<file path="src/sv/skpf_pkg.sv">
// Shared types and constants for the scalar Kalman position filter.
`default_nettype none

package skpf_pkg;

    localparam int PIX_W   = 16;
    localparam int VAR_W   = 32;
    localparam int CFG_W   = 32;
    localparam int CFG_IDX_W = 3;

    typedef logic [CFG_IDX_W-1:0] t_cfg_idx;

    localparam t_cfg_idx CFG_FIRST_Q   = 3'd0;
    localparam t_cfg_idx CFG_STEADY_Q  = 3'd1;
    localparam t_cfg_idx CFG_MEAS_R    = 3'd2;
    localparam t_cfg_idx CFG_START_VAR = 3'd3;
    localparam t_cfg_idx CFG_START_X   = 3'd4;
    localparam t_cfg_idx CFG_START_Y   = 3'd5;

    typedef enum logic [2:0] {
        S_IDLE,
        S_PREP,
        S_DIV,
        S_MUL,
        S_DONE,
        S_OUT
    } t_state;

    // Per-item phase strobes shared by the lanes and the variance unit.
    typedef struct packed {
        logic load;
        logic prep;
        logic step;
        logic commit;
    } t_step_ctl;

endpackage

`default_nettype wire

</file>
<file path="src/sv/scalar_kalman_position_filter.sv">
// Top level of the two-lane scalar Kalman position filter.
//
// Input channel (s_axis): one beat per measured point, tdata = {meas_y, meas_x}.
// Output channel (m_axis): one beat per point, tdata = {filt_y, filt_x}, the
// filtered estimates truncated toward zero to whole pixels.
// Configuration: write i_cfg_wdata to register i_cfg_idx while i_cfg_wr_en is
// high; write only while the block is idle.
// Each item passes S_PREP, the restoring gain divider in S_DIV, the shift-add
// multiplies of both lanes and of the variance side by side in S_MUL, the
// commit in S_DONE and the output latch in S_OUT. Items are taken one at a
// time, only in S_IDLE; a new item is accepted
// while the previous result still waits in the output register.
// Reset restores the register defaults and clears the first-step flag; the
// first item loads the estimates and variance from the start registers.
// When the receiver stalls, the result holds in the output register and the
// next item stops just before its result would be written.
`default_nettype none

module scalar_kalman_position_filter import skpf_pkg::*; #(
    parameter int FRAC_BITS = 16
) (
    input  wire logic                 i_clk,
    input  wire logic                 i_rst_n,
    // configuration write port
    input  wire logic                 i_cfg_wr_en,
    input  wire logic [CFG_IDX_W-1:0] i_cfg_idx,
    input  wire logic [CFG_W-1:0]     i_cfg_wdata,
    // input stream
    input  wire logic                 i_s_axis_tvalid,
    output logic                      o_s_axis_tready,
    input  wire logic [31:0]          i_s_axis_tdata,   // [15:0] meas_x, [31:16] meas_y
    // output stream
    output logic                      o_m_axis_tvalid,
    input  wire logic                 i_m_axis_tready,
    output logic      [31:0]          o_m_axis_tdata    // [15:0] filt_x, [31:16] filt_y
);

    localparam int CW = $clog2(FRAC_BITS + 1);
    localparam logic [FRAC_BITS:0] ONE_FX = {1'b1, {FRAC_BITS{1'b0}}};

    logic [VAR_W-1:0] r_first_q;
    logic [VAR_W-1:0] r_steady_q;
    logic [VAR_W-1:0] r_meas_r;
    logic [VAR_W-1:0] r_start_var;
    logic [PIX_W-1:0] r_start_x;
    logic [PIX_W-1:0] r_start_y;

    t_state             r_state, n_state;
    logic               r_first_done;
    logic [CW-1:0]      r_cnt;
    logic [FRAC_BITS:0] r_gsh;
    logic [FRAC_BITS:0] r_vsh;
    logic               r_out_valid;
    logic [31:0]        r_out_data;

    t_step_ctl          ctl;
    logic               accept;
    logic               div_start;
    logic               latch_out;
    logic [VAR_W-1:0]   q_sel;
    logic [VAR_W-1:0]   p;
    logic [VAR_W:0]     den;
    logic [FRAC_BITS:0] gain;
    logic               div_done;
    logic [PIX_W-1:0]   filt_x;
    logic [PIX_W-1:0]   filt_y;

    // configuration registers
    always_ff @(posedge i_clk) begin
        if (!i_rst_n) begin
            r_first_q   <= 32'd458752;
            r_steady_q  <= 32'd19661;
            r_meas_r    <= 32'd327680;
            r_start_var <= 32'd0;
            r_start_x   <= 16'd640;
            r_start_y   <= 16'd360;
        end else if (i_cfg_wr_en) begin
            unique case (i_cfg_idx)
                CFG_FIRST_Q:   r_first_q   <= i_cfg_wdata;
                CFG_STEADY_Q:  r_steady_q  <= i_cfg_wdata;
                CFG_MEAS_R:    r_meas_r    <= i_cfg_wdata;
                CFG_START_VAR: r_start_var <= i_cfg_wdata;
                CFG_START_X:   r_start_x   <= i_cfg_wdata[PIX_W-1:0];
                CFG_START_Y:   r_start_y   <= i_cfg_wdata[PIX_W-1:0];
                default: ;
            endcase
        end
    end

    assign accept = i_s_axis_tvalid && (r_state == S_IDLE);
    assign q_sel  = r_first_done ? r_steady_q : r_first_q;
    assign den    = {1'b0, p} + {1'b0, r_meas_r};

    always_comb begin
        n_state    = r_state;
        ctl        = '0;
        div_start  = 1'b0;
        latch_out  = 1'b0;
        unique case (r_state)
            S_IDLE: begin
                if (accept) begin
                    ctl.load = 1'b1;
                    n_state  = S_PREP;
                end
            end
            S_PREP: begin
                ctl.prep  = 1'b1;
                div_start = 1'b1;
                n_state   = S_DIV;
            end
            S_DIV: begin
                if (div_done) begin
                    n_state = S_MUL;
                end
            end
            S_MUL: begin
                ctl.step = 1'b1;
                if (r_cnt == CW'(FRAC_BITS)) begin
                    n_state = S_DONE;
                end
            end
            S_DONE: begin
                ctl.commit = 1'b1;
                n_state    = S_OUT;
            end
            S_OUT: begin
                // hold until the output register is free
                if (!r_out_valid || i_m_axis_tready) begin
                    latch_out = 1'b1;
                    n_state   = S_IDLE;
                end
            end
            default: n_state = S_IDLE;
        endcase
    end

    always_ff @(posedge i_clk) begin
        if (!i_rst_n) begin
            r_state      <= S_IDLE;
            r_first_done <= 1'b0;
            r_out_valid  <= 1'b0;
            r_cnt        <= '0;
        end else begin
            r_state <= n_state;
            if (ctl.commit) begin
                r_first_done <= 1'b1;
            end
            if (latch_out) begin
                r_out_valid <= 1'b1;
            end else if (i_m_axis_tready) begin
                r_out_valid <= 1'b0;
            end
            if (r_state == S_DIV) begin
                r_cnt <= '0;
            end else if (ctl.step) begin
                r_cnt <= r_cnt + CW'(1);
            end
        end
    end

    always_ff @(posedge i_clk) begin
        if (r_state == S_DIV && div_done) begin
            r_gsh <= gain;
            r_vsh <= ONE_FX - gain;
        end else if (ctl.step) begin
            // feed multiplier bits MSB first
            r_gsh <= {r_gsh[FRAC_BITS-1:0], 1'b0};
            r_vsh <= {r_vsh[FRAC_BITS-1:0], 1'b0};
        end
        if (latch_out) begin
            r_out_data <= {filt_y, filt_x};
        end
    end

    skpf_var #(.FRAC_BITS(FRAC_BITS)) u_var (
        .i_clk        (i_clk),
        .i_ctl        (ctl),
        .i_first_done (r_first_done),
        .i_start_var  (r_start_var),
        .i_q          (q_sel),
        .i_mul_bit    (r_vsh[FRAC_BITS]),
        .o_p          (p)
    );

    skpf_div #(.FRAC_BITS(FRAC_BITS)) u_div (
        .i_clk   (i_clk),
        .i_rst_n (i_rst_n),
        .i_start (div_start),
        .i_num   (p),
        .i_den   (den),
        .o_gain  (gain),
        .o_done  (div_done)
    );

    // the lanes take the measurement straight from the accepted beat
    skpf_lane #(.FRAC_BITS(FRAC_BITS)) u_lane_x (
        .i_clk        (i_clk),
        .i_ctl        (ctl),
        .i_first_done (r_first_done),
        .i_start      (r_start_x),
        .i_meas       (i_s_axis_tdata[15:0]),
        .i_gain_bit   (r_gsh[FRAC_BITS]),
        .o_filt       (filt_x)
    );

    skpf_lane #(.FRAC_BITS(FRAC_BITS)) u_lane_y (
        .i_clk        (i_clk),
        .i_ctl        (ctl),
        .i_first_done (r_first_done),
        .i_start      (r_start_y),
        .i_meas       (i_s_axis_tdata[31:16]),
        .i_gain_bit   (r_gsh[FRAC_BITS]),
        .o_filt       (filt_y)
    );

    assign o_s_axis_tready = (r_state == S_IDLE);
    assign o_m_axis_tvalid = r_out_valid;
    assign o_m_axis_tdata  = r_out_data;

endmodule

`default_nettype wire

</file>
<file path="src/sv/skpf_div.sv">
// Restoring divider for the gain p * 2^F / (p + r), one quotient bit per cycle.
`default_nettype none

module skpf_div import skpf_pkg::*; #(
    parameter int FRAC_BITS = 16
) (
    input  wire logic                 i_clk,
    input  wire logic                 i_rst_n,
    input  wire logic                 i_start,
    input  wire logic [VAR_W-1:0]     i_num,
    input  wire logic [VAR_W:0]       i_den,
    output logic      [FRAC_BITS:0]   o_gain,
    output logic                      o_done
);

    localparam int RW = VAR_W + 2;
    localparam int CW = $clog2(FRAC_BITS + 1);

    logic [RW-1:0]      r_rem;
    logic [VAR_W:0]     r_den;
    logic [FRAC_BITS:0] r_q;
    logic [CW-1:0]      r_cnt;
    logic               r_busy;
    logic               r_done;

    logic               ge;
    logic [RW-1:0]      rem_sub;
    logic [RW-1:0]      rem_next;

    always_comb begin
        ge       = r_rem >= {1'b0, r_den};
        rem_sub  = r_rem - {1'b0, r_den};
        rem_next = ge ? rem_sub : r_rem;
    end

    always_ff @(posedge i_clk) begin
        if (!i_rst_n) begin
            r_busy <= 1'b0;
            r_done <= 1'b0;
            r_cnt  <= '0;
        end else begin
            r_done <= 1'b0;
            if (i_start) begin
                r_busy <= 1'b1;
                r_cnt  <= '0;
            end else if (r_busy) begin
                r_cnt <= r_cnt + CW'(1);
                if (r_cnt == CW'(FRAC_BITS)) begin
                    r_busy <= 1'b0;
                    r_done <= 1'b1;
                end
            end
        end
    end

    always_ff @(posedge i_clk) begin
        if (i_start) begin
            r_rem <= {2'b00, i_num};
            r_den <= i_den;
            r_q   <= '0;
        end else if (r_busy) begin
            r_rem <= {rem_next[RW-2:0], 1'b0};
            // force a zero gain when the denominator is zero
            r_q   <= {r_q[FRAC_BITS-1:0], ge & (|r_den)};
        end
    end

    assign o_gain = r_q;
    assign o_done = r_done;

endmodule

`default_nettype wire

</file>
<file path="src/sv/skpf_lane.sv">
// One coordinate lane: estimate register, serial gain multiply and update.
`default_nettype none

module skpf_lane import skpf_pkg::*; #(
    parameter int FRAC_BITS = 16
) (
    input  wire logic                    i_clk,
    input  wire t_step_ctl               i_ctl,
    input  wire logic                    i_first_done,
    input  wire logic signed [PIX_W-1:0] i_start,
    input  wire logic signed [PIX_W-1:0] i_meas,
    input  wire logic                    i_gain_bit,
    output logic signed      [PIX_W-1:0] o_filt
);

    localparam int EW = PIX_W + 1 + FRAC_BITS;
    localparam int MW = PIX_W + FRAC_BITS;
    localparam int PW = MW + FRAC_BITS + 1;
    localparam int WW = EW - FRAC_BITS;

    logic signed [EW-1:0] r_est;
    logic signed [EW-1:0] r_diff;
    logic [MW-1:0]        r_mag;
    logic                 r_neg;
    logic [PW-1:0]        r_acc;

    logic signed [EW-1:0] est_src;
    logic signed [EW-1:0] meas_fx;
    logic signed [EW-1:0] neg_diff;
    logic [MW-1:0]        corr;
    logic signed [EW-1:0] est_upd;
    logic                 round_up;
    logic [WW-1:0]        whole;

    always_comb begin
        est_src  = i_first_done ? r_est
                                : {i_start[PIX_W-1], i_start, {FRAC_BITS{1'b0}}};
        meas_fx  = {i_meas[PIX_W-1], i_meas, {FRAC_BITS{1'b0}}};
        neg_diff = -r_diff;
        corr     = r_acc[FRAC_BITS +: MW];
        est_upd  = r_neg ? r_est - $signed({1'b0, corr}) : r_est + $signed({1'b0, corr});
        // truncate toward zero: bump the floor of a negative value with a fraction
        round_up = r_est[EW-1] & (|r_est[FRAC_BITS-1:0]);
        whole    = r_est[EW-1:FRAC_BITS] + {{(WW-1){1'b0}}, round_up};
    end

    always_ff @(posedge i_clk) begin
        if (i_ctl.load) begin
            r_est  <= est_src;
            r_diff <= meas_fx - est_src;
        end
        if (i_ctl.prep) begin
            r_mag <= r_diff[EW-1] ? neg_diff[MW-1:0] : r_diff[MW-1:0];
            r_neg <= r_diff[EW-1];
            r_acc <= '0;
        end
        if (i_ctl.step) begin
            r_acc <= {r_acc[PW-2:0], 1'b0} + (i_gain_bit ? PW'(r_mag) : PW'(0));
        end
        if (i_ctl.commit) begin
            r_est <= est_upd;
        end
    end

    assign o_filt = whole[PIX_W-1:0];

endmodule

`default_nettype wire

</file>
<file path="src/sv/skpf_var.sv">
// Shared error variance: predict with process noise, then scale by (1 - gain).
`default_nettype none

module skpf_var import skpf_pkg::*; #(
    parameter int FRAC_BITS = 16
) (
    input  wire logic             i_clk,
    input  wire t_step_ctl        i_ctl,
    input  wire logic             i_first_done,
    input  wire logic [VAR_W-1:0] i_start_var,
    input  wire logic [VAR_W-1:0] i_q,
    input  wire logic             i_mul_bit,
    output logic      [VAR_W-1:0] o_p
);

    localparam int AW = VAR_W + FRAC_BITS + 1;

    logic [VAR_W-1:0] r_var;
    logic [VAR_W-1:0] r_p;
    logic [AW-1:0]    r_acc;

    logic [VAR_W-1:0] var_src;
    logic [VAR_W:0]   p_sum;

    always_comb begin
        var_src = i_first_done ? r_var : i_start_var;
        p_sum   = {1'b0, var_src} + {1'b0, i_q};
    end

    always_ff @(posedge i_clk) begin
        if (i_ctl.load) begin
            // saturate the predicted variance
            r_p <= p_sum[VAR_W] ? {VAR_W{1'b1}} : p_sum[VAR_W-1:0];
        end
        if (i_ctl.prep) begin
            r_acc <= '0;
        end
        if (i_ctl.step) begin
            r_acc <= {r_acc[AW-2:0], 1'b0} + (i_mul_bit ? AW'(r_p) : AW'(0));
        end
        if (i_ctl.commit) begin
            r_var <= r_acc[FRAC_BITS +: VAR_W];
        end
    end

    assign o_p = r_p;

endmodule

`default_nettype wire
</file>
<file path="config.mk">
export PLATFORM = sky130hd
export DESIGN_NAME = scalar_kalman_position_filter
export DESIGN_NICKNAME = d
export VERILOG_FILES = /design/src/sv/skpf_pkg.sv /design/src/sv/scalar_kalman_position_filter.sv /design/src/sv/skpf_div.sv /design/src/sv/skpf_lane.sv /design/src/sv/skpf_var.sv
export SDC_FILE = /design/constraint.sdc
export NUM_CORES = 2
export LEC_CHECK = 0
export BUFFER_PORTS_ARGS = -buffer_cell sky130_fd_sc_hd__buf_2
export CAP_MARGIN = 25
export CORE_ASPECT_RATIO = 0.6
export CORE_UTILIZATION = 30
export DETAILED_ROUTE_END_ITERATION = 7
export PLACE_DENSITY = 0.54
export SLEW_MARGIN = 20
export SYNTH_ARGS = -nofsm -noshare
export SYNTH_HDL_FRONTEND = slang
export SYNTH_HIERARCHICAL = 1
export SYNTH_SLANG_ARGS = --single-unit
export TNS_END_PERCENT = 1
</file>
<file path="constraint.sdc">
create_clock -name i_clk -period 7.8 [get_ports i_clk]
set_clock_uncertainty 0.2 [all_clocks]
set_input_delay 2.34 -clock i_clk [delete_from_list [all_inputs] [get_ports i_clk]]
set_output_delay 2.34 -clock i_clk [all_outputs]
set_load 0.02 [all_outputs]
</file>
Word level (Yosys, flattened, before mapping)

Index checks and enable logic that the tools add are counted.

Bits in registers: 733
Input port bits: 72

Bitwise gates (word level): 5
Order comparisons: 1
Multiplexer cells: 44
Add/subtract/negate cells: 19
Reductions and logical operators: 24
Equality and inequality tests: 16

Operators by type and width:

| cell                                          | count |
|---|---|
| two-way mux 33 bit                            | 9 |
| two-way mux 32 bit                            | 9 |
| two-way mux 48 bit                            | 4 |
| adder 48 x 32 -> 48 bit                       | 3 |
| subtractor 33 bit                             | 3 |
| two-way mux 17 bit                            | 4 |
| adder 32 x 32 -> 33 bit                       | 2 |
| adder 33 bit                                  | 2 |
| subtractor 32 x 33 -> 33 bit                  | 2 |
| negator 32 bit                                | 2 |
| greater-or-equal comparator 34 x 33 -> 1 bit  | 1 |
| OR reduction 33 bit                           | 1 |
| adder 16 x 1 -> 16 bit                        | 2 |
| OR reduction 16 bit                           | 2 |
| case mux 3 bit (6 select lines)               | 1 |
| subtractor 17 bit, first input constant       | 1 |
| two-way mux 1 bit                             | 13 |
| == test 3 x 2 -> 1 bit, second input constant | 4 |
| == test 3 bit, second input constant          | 4 |
| two-way mux 3 bit                             | 4 |
| AND reduction 2 bit                           | 6 |
| adder 5 x 1 -> 5 bit, second input constant   | 2 |
| == test 5 bit, second input constant          | 2 |
| nonzero test 2 bit                            | 5 |
| other kinds (12)                              | 21 |

Longest topological paths before layout

Word-level depth: 6
Mapped depth: 20
Gate-level depth less buffers: 18

Cells and area by module

Netlist, hierarchy kept.

Modules (own cells, without submodules):

| module                        | times used | area an instance (um^2) | cells an instance |
|---|---|---|---|
| skpf_lane                     | 2          | 11808.8                 | 1280 |
| scalar_kalman_position_filter | 1          | 10918.0                 | 1188 |
| skpf_var                      | 1          | 8051.5                  | 783 |
| skpf_div                      | 1          | 5680.4                  | 576 |

Worst setup path before layout

Ideal clock, no wire load.

Path kind: input to register
Start: input i_s_axis_tvalid
End: register u_lane_x.r_est[0] (enable)
Setup slack: 1.807 ns
Data required time: 7.225 ns
Stages on the path: 2
Arrival time: 5.417 ns
Path buffers: 0
Cell sequence: and2_1 or2_2

Longest elaborated chain between the ends: 4

Ends and longest elaborated chain:

| element                      | RTL line                             | RTL |
|---|---|---|
| from (decl)                  | scalar_kalman_position_filter.sv:29  | `input wire logic i_s_axis_tvalid,` |
| logical AND 1 bit            | scalar_kalman_position_filter.sv:90  | `assign accept = i_s_axis_tvalid && (r_state == S_IDLE);` |
| two-way mux 1 bit            | scalar_kalman_position_filter.sv:101 | `if (accept) begin` |
| two-way mux 1 bit            | scalar_kalman_position_filter.sv:99  | `unique case (r_state)` |
| nonzero test 2 bit (no line) | -                                    |  |
| to (signal assigned)         | skpf_lane.sv:49                      | `r_est <= est_src;` |
| to (signal assigned)         | skpf_lane.sv:61                      | `r_est <= est_upd;` |
| to (decl)                    | skpf_lane.sv:21                      | `logic signed [EW-1:0] r_est;` |

Every way passes these cells.
A chain may end at the register's enable or synchronous reset.

Worst setup path in the final report

Start: register u_lane_x.r_acc[16]
End: register u_lane_x.r_est[32] (data pin)

Longest elaborated chain between the ends: 3
Elaborated cells between the ends (all ways): 4

Ends and longest elaborated chain:

| element                                           | RTL line        | RTL |
|---|---|---|
| from (decl)                                       | skpf_lane.sv:25 | `logic [PW-1:0] r_acc;` |
| from (signal assigned)                            | skpf_lane.sv:58 | `r_acc <= {r_acc[PW-2:0], 1'b0} + (i_gain_bit ? PW'(r_mag) : PW'(0));` |
| adder 33 bit or subtractor 33 bit (tied branches) | skpf_lane.sv:41 | `est_upd = r_neg ? r_est - $signed({1'b0, corr}) : r_est + $signed({1'b0, corr});` |
| two-way mux 33 bit (*)                            | skpf_lane.sv:41 |  |
| two-way mux 33 bit (*)                            | skpf_lane.sv:60 | `if (i_ctl.commit) begin` |

Mark *: on every way between the ends. The rest lies on a longest branch, timed or not.

==> summary.txt <==
Clk root buf = clkbuf_16
DR pass1 iterations = 6
Max_slew headroom = 0.273
RSZ-0062 raised after global routing = no
EDFF count, synth = 536
Clock Path Buffers = 3
Max incr delay on CP = 0.59 ns
PortBufs = 105
Vias = 38339
Number of global-route vias before repair = 35192
Global Route Usage Sum = 0.174
Hold path start = u_var/r_acc[47]
Most frequent cells in the layout = nand2_1, edfxtp_1, nor2_1
Number of synthesized register bits = 732
Synth Flop Type = edfxtp_1
Core Area = 159000 sq um
Reg clk slew, reported paths = 0.06 ns
R2r setup slk = 2.40 ns
Ys Warns = 6
H-tree Lvls = 3
Final Hold Viols = 0
Clk_lat worst skew = 0.68 ns
Chip height = 313 microns
Highest Clock Rate = 185 MHz
Placed insts = 7156
Largest net degree at the start of global routing = 109
Average size of a mapped cell = 9.45 sq um
Non-Filler Instances = 7306
Initial antenna violation count = 16
Max layer used = met5
Worst hold slack = 0.230 ns
Die W = 520 microns
Crit path launch type = register
Max-cap violations = 0
Row cnt = 113
Clk sinks = 732
RD Place Congestion = 0.902
Hold_buf cts = 0
Hold crit path type = register to register
WP data arrival = 5.67 ns
Post-CTS setup buffer count = 0
Util after Layout = 0.337
CTS tree = done
Peak VDD IR = 0.232 mV
Initial DRC count = 3779
Slew @ Worst Pin = 1.09 ns
Antenna Nets Post-Route = 0
Crit path cell chain = or4_1 -> or4_1 -> nor2_1 -> nand2_1 -> nor4_1 -> a21oi_1 -> xnor2_1 -> ha_1 -> nand3_1 -> nor3_1 -> inv_1 -> o22ai_1 -> a2111oi_0 -> a21oi_1 -> xnor2_1 -> a211oi_1 -> a311oi_1
Global-route wire length before repair = 220000 microns
Leading cell type in the layout, fill and taps excluded = nand2_1
Area Overhead vs Synth = 10.9%
Power Dens Cells = 226 nW/um^2
Hold path depth = 0
Gate Count Post-Synth = 5107
R2R Path Start = u_lane_x/r_acc[16]
Routed wire per std cell = 19.8 microns
RR Endpoint = u_lane_x/r_est[32]
DRT met1 WL = 75800 microns
Sequential share of the synthesized area = 0.415
Required time of the critical path = 8.08 ns
Post-synthesis cell area = 48300 sq um
Critical setup path kind = register to register
# fillers = 16300
Met2 WL = 55600 microns
Leakage power = 19.9 nW
Total CTS buffers = 77
Synth cell types = 120
Status = completed
Vias per std cell = 5.25
Layout cells sized above 1 = 0.0935
Initial Utilization = 0.304
Congestion Overflow GR = 0
Drt drc = 0
Hold endpoint = u_var/r_var[31]
Die area = 163000 sq um
CP endpoint kind = register
Total wire length = 144000 microns
Final nets = 5494
Net Count, Synth = 5488
Final period util = 0.692
Slowest cell on crit path = or4_1
Met3 wire len = 10200 microns
Max FO, Critical Path = 6
CTS resizes = 0
I/O pins = 106
R2R depth = 17
Slew Viols, Final = 0
Synth async-reset ratio = 0
Final min period = 5.40 ns
Setup violations, final = 0
Setup TNS = 0 ns
DP HPWL = 109000 microns
## cell families (layout without fill, tap and decap cells)
kind of cell | after synthesis | count (layout) | share of synthesized area
DFF | 732 | 732 | 0.415
muxes | 169 | 169 | 0.0373
xor gates and xnor gates | 424 | 424 | 0.0769
adders and majority gates | 309 | 309 | 0.0813
other | 0 | 2 | 0
and+or+nand+nor | 1823 | 1823 | 0.180
AOI/OAI and AO/OA | 1304 | 1304 | 0.180
buffers and inverters | 346 | 416 | 0.0299
## cell usage after synthesis (all sizes together), types with 88 or more instances
cell,number,share of area
nand2,724,0.057
edfxtp,536,0.33
nor2,400,0.031
a21oi,384,0.041
ha,301,0.078
xnor2,286,0.052
o21ai,266,0.028
dfxtp,196,0.081
clkbuf,171,0.013
a21boi,152,0.024
xor2,138,0.025
a21o,132,0.021
nand3,129,0.013
and2,123,0.016
inv,121,0.0094
mux2,88,0.021
## where the power goes
part / internal (mW) / switching [mW]
combinational: 1.28 / 1.99
sequential: 4.60 / 0.299
clock: 2.24 / 1.69
total: 8.12 / 3.97
## state kept, by name (all words and copies together), names as in the netlist, 16 cells and up
name / count
o_m_axis_tdata: 32
r_start_var: 32
u_lane_x/r_mag: 32
u_lane_y/r_diff: 33
r_start_y: 16
u_lane_y/r_est: 33
r_gsh: 17
u_div/r_rem: 34
r_first_q: 32
u_var/o_p: 32
u_var/r_acc: 48
u_lane_x/r_diff: 33
r_steady_q: 32
u_div/r_den: 33
r_start_x: 16
u_lane_x/r_est: 33
u_var/r_var: 32
u_lane_y/r_mag: 32
u_div/o_gain: 17
u_lane_y/r_acc: 48
r_meas_r: 32
u_lane_x/r_acc: 48
r_vsh: 16
## final cells by class
type	instances	area, sq um	area share
inverter	125	469	0.00876
antenna	2	5.00	0.0000935
multi-input combinational	4029	26800	0.501
timing repair buffer	148	912	0.0170
clock inverter	41	445	0.00832
clock buffer	102	2180	0.0406
tap	2127	2660	0.0497
sequential	732	20000	0.374
## critical path, delay by kind of cell (launching register included)
family,cells,cell delay (ns)
AND/OR/NAND/NOR,7,2.68
AO/OA/AOI/OAI,6,1.03
flip-flops,1,0.47
adder cells (fa/ha/maj),1,0.41
XOR/XNOR,2,0.33
buffers and inverters,1,0.08
## layer usage
metal	up-vias	global-route usage
met3	174	0.0293
met5	-	0
met4	2	0.0341
met1	18402	0.281
li1	18596	-
met2	1165	0.235
## per-stage QoR
stage                     instance area [sq um]  setup slack [ns]  total power [mW]
after detailed placement                  50800              2.52              8.16
after CTS                                 53500              2.43              12.1
after floorplan                           48300              1.81              7.36
final                                     53500              2.40              12.1
after global placement                    50800              2.57              8.14
after global routing                      53500              1.99              12.7
## worst max path at each step
stage	slack, ns	to	from
after floorplan	1.81	u_lane_x/r_est[0]	i_s_axis_tvalid
after global placement	2.57	u_lane_y/r_diff[31]	i_s_axis_tdata[16]
after detailed placement	2.52	u_lane_x/r_est[27]	u_lane_x/r_acc[16]
after CTS	2.43	u_lane_x/r_est[32]	u_lane_x/r_acc[16]
after global routing	1.99	u_lane_x/r_est[32]	u_lane_x/r_acc[16]
final	2.40	u_lane_x/r_est[32]	u_lane_x/r_acc[16]
Power figures use the tool's default switching activity.
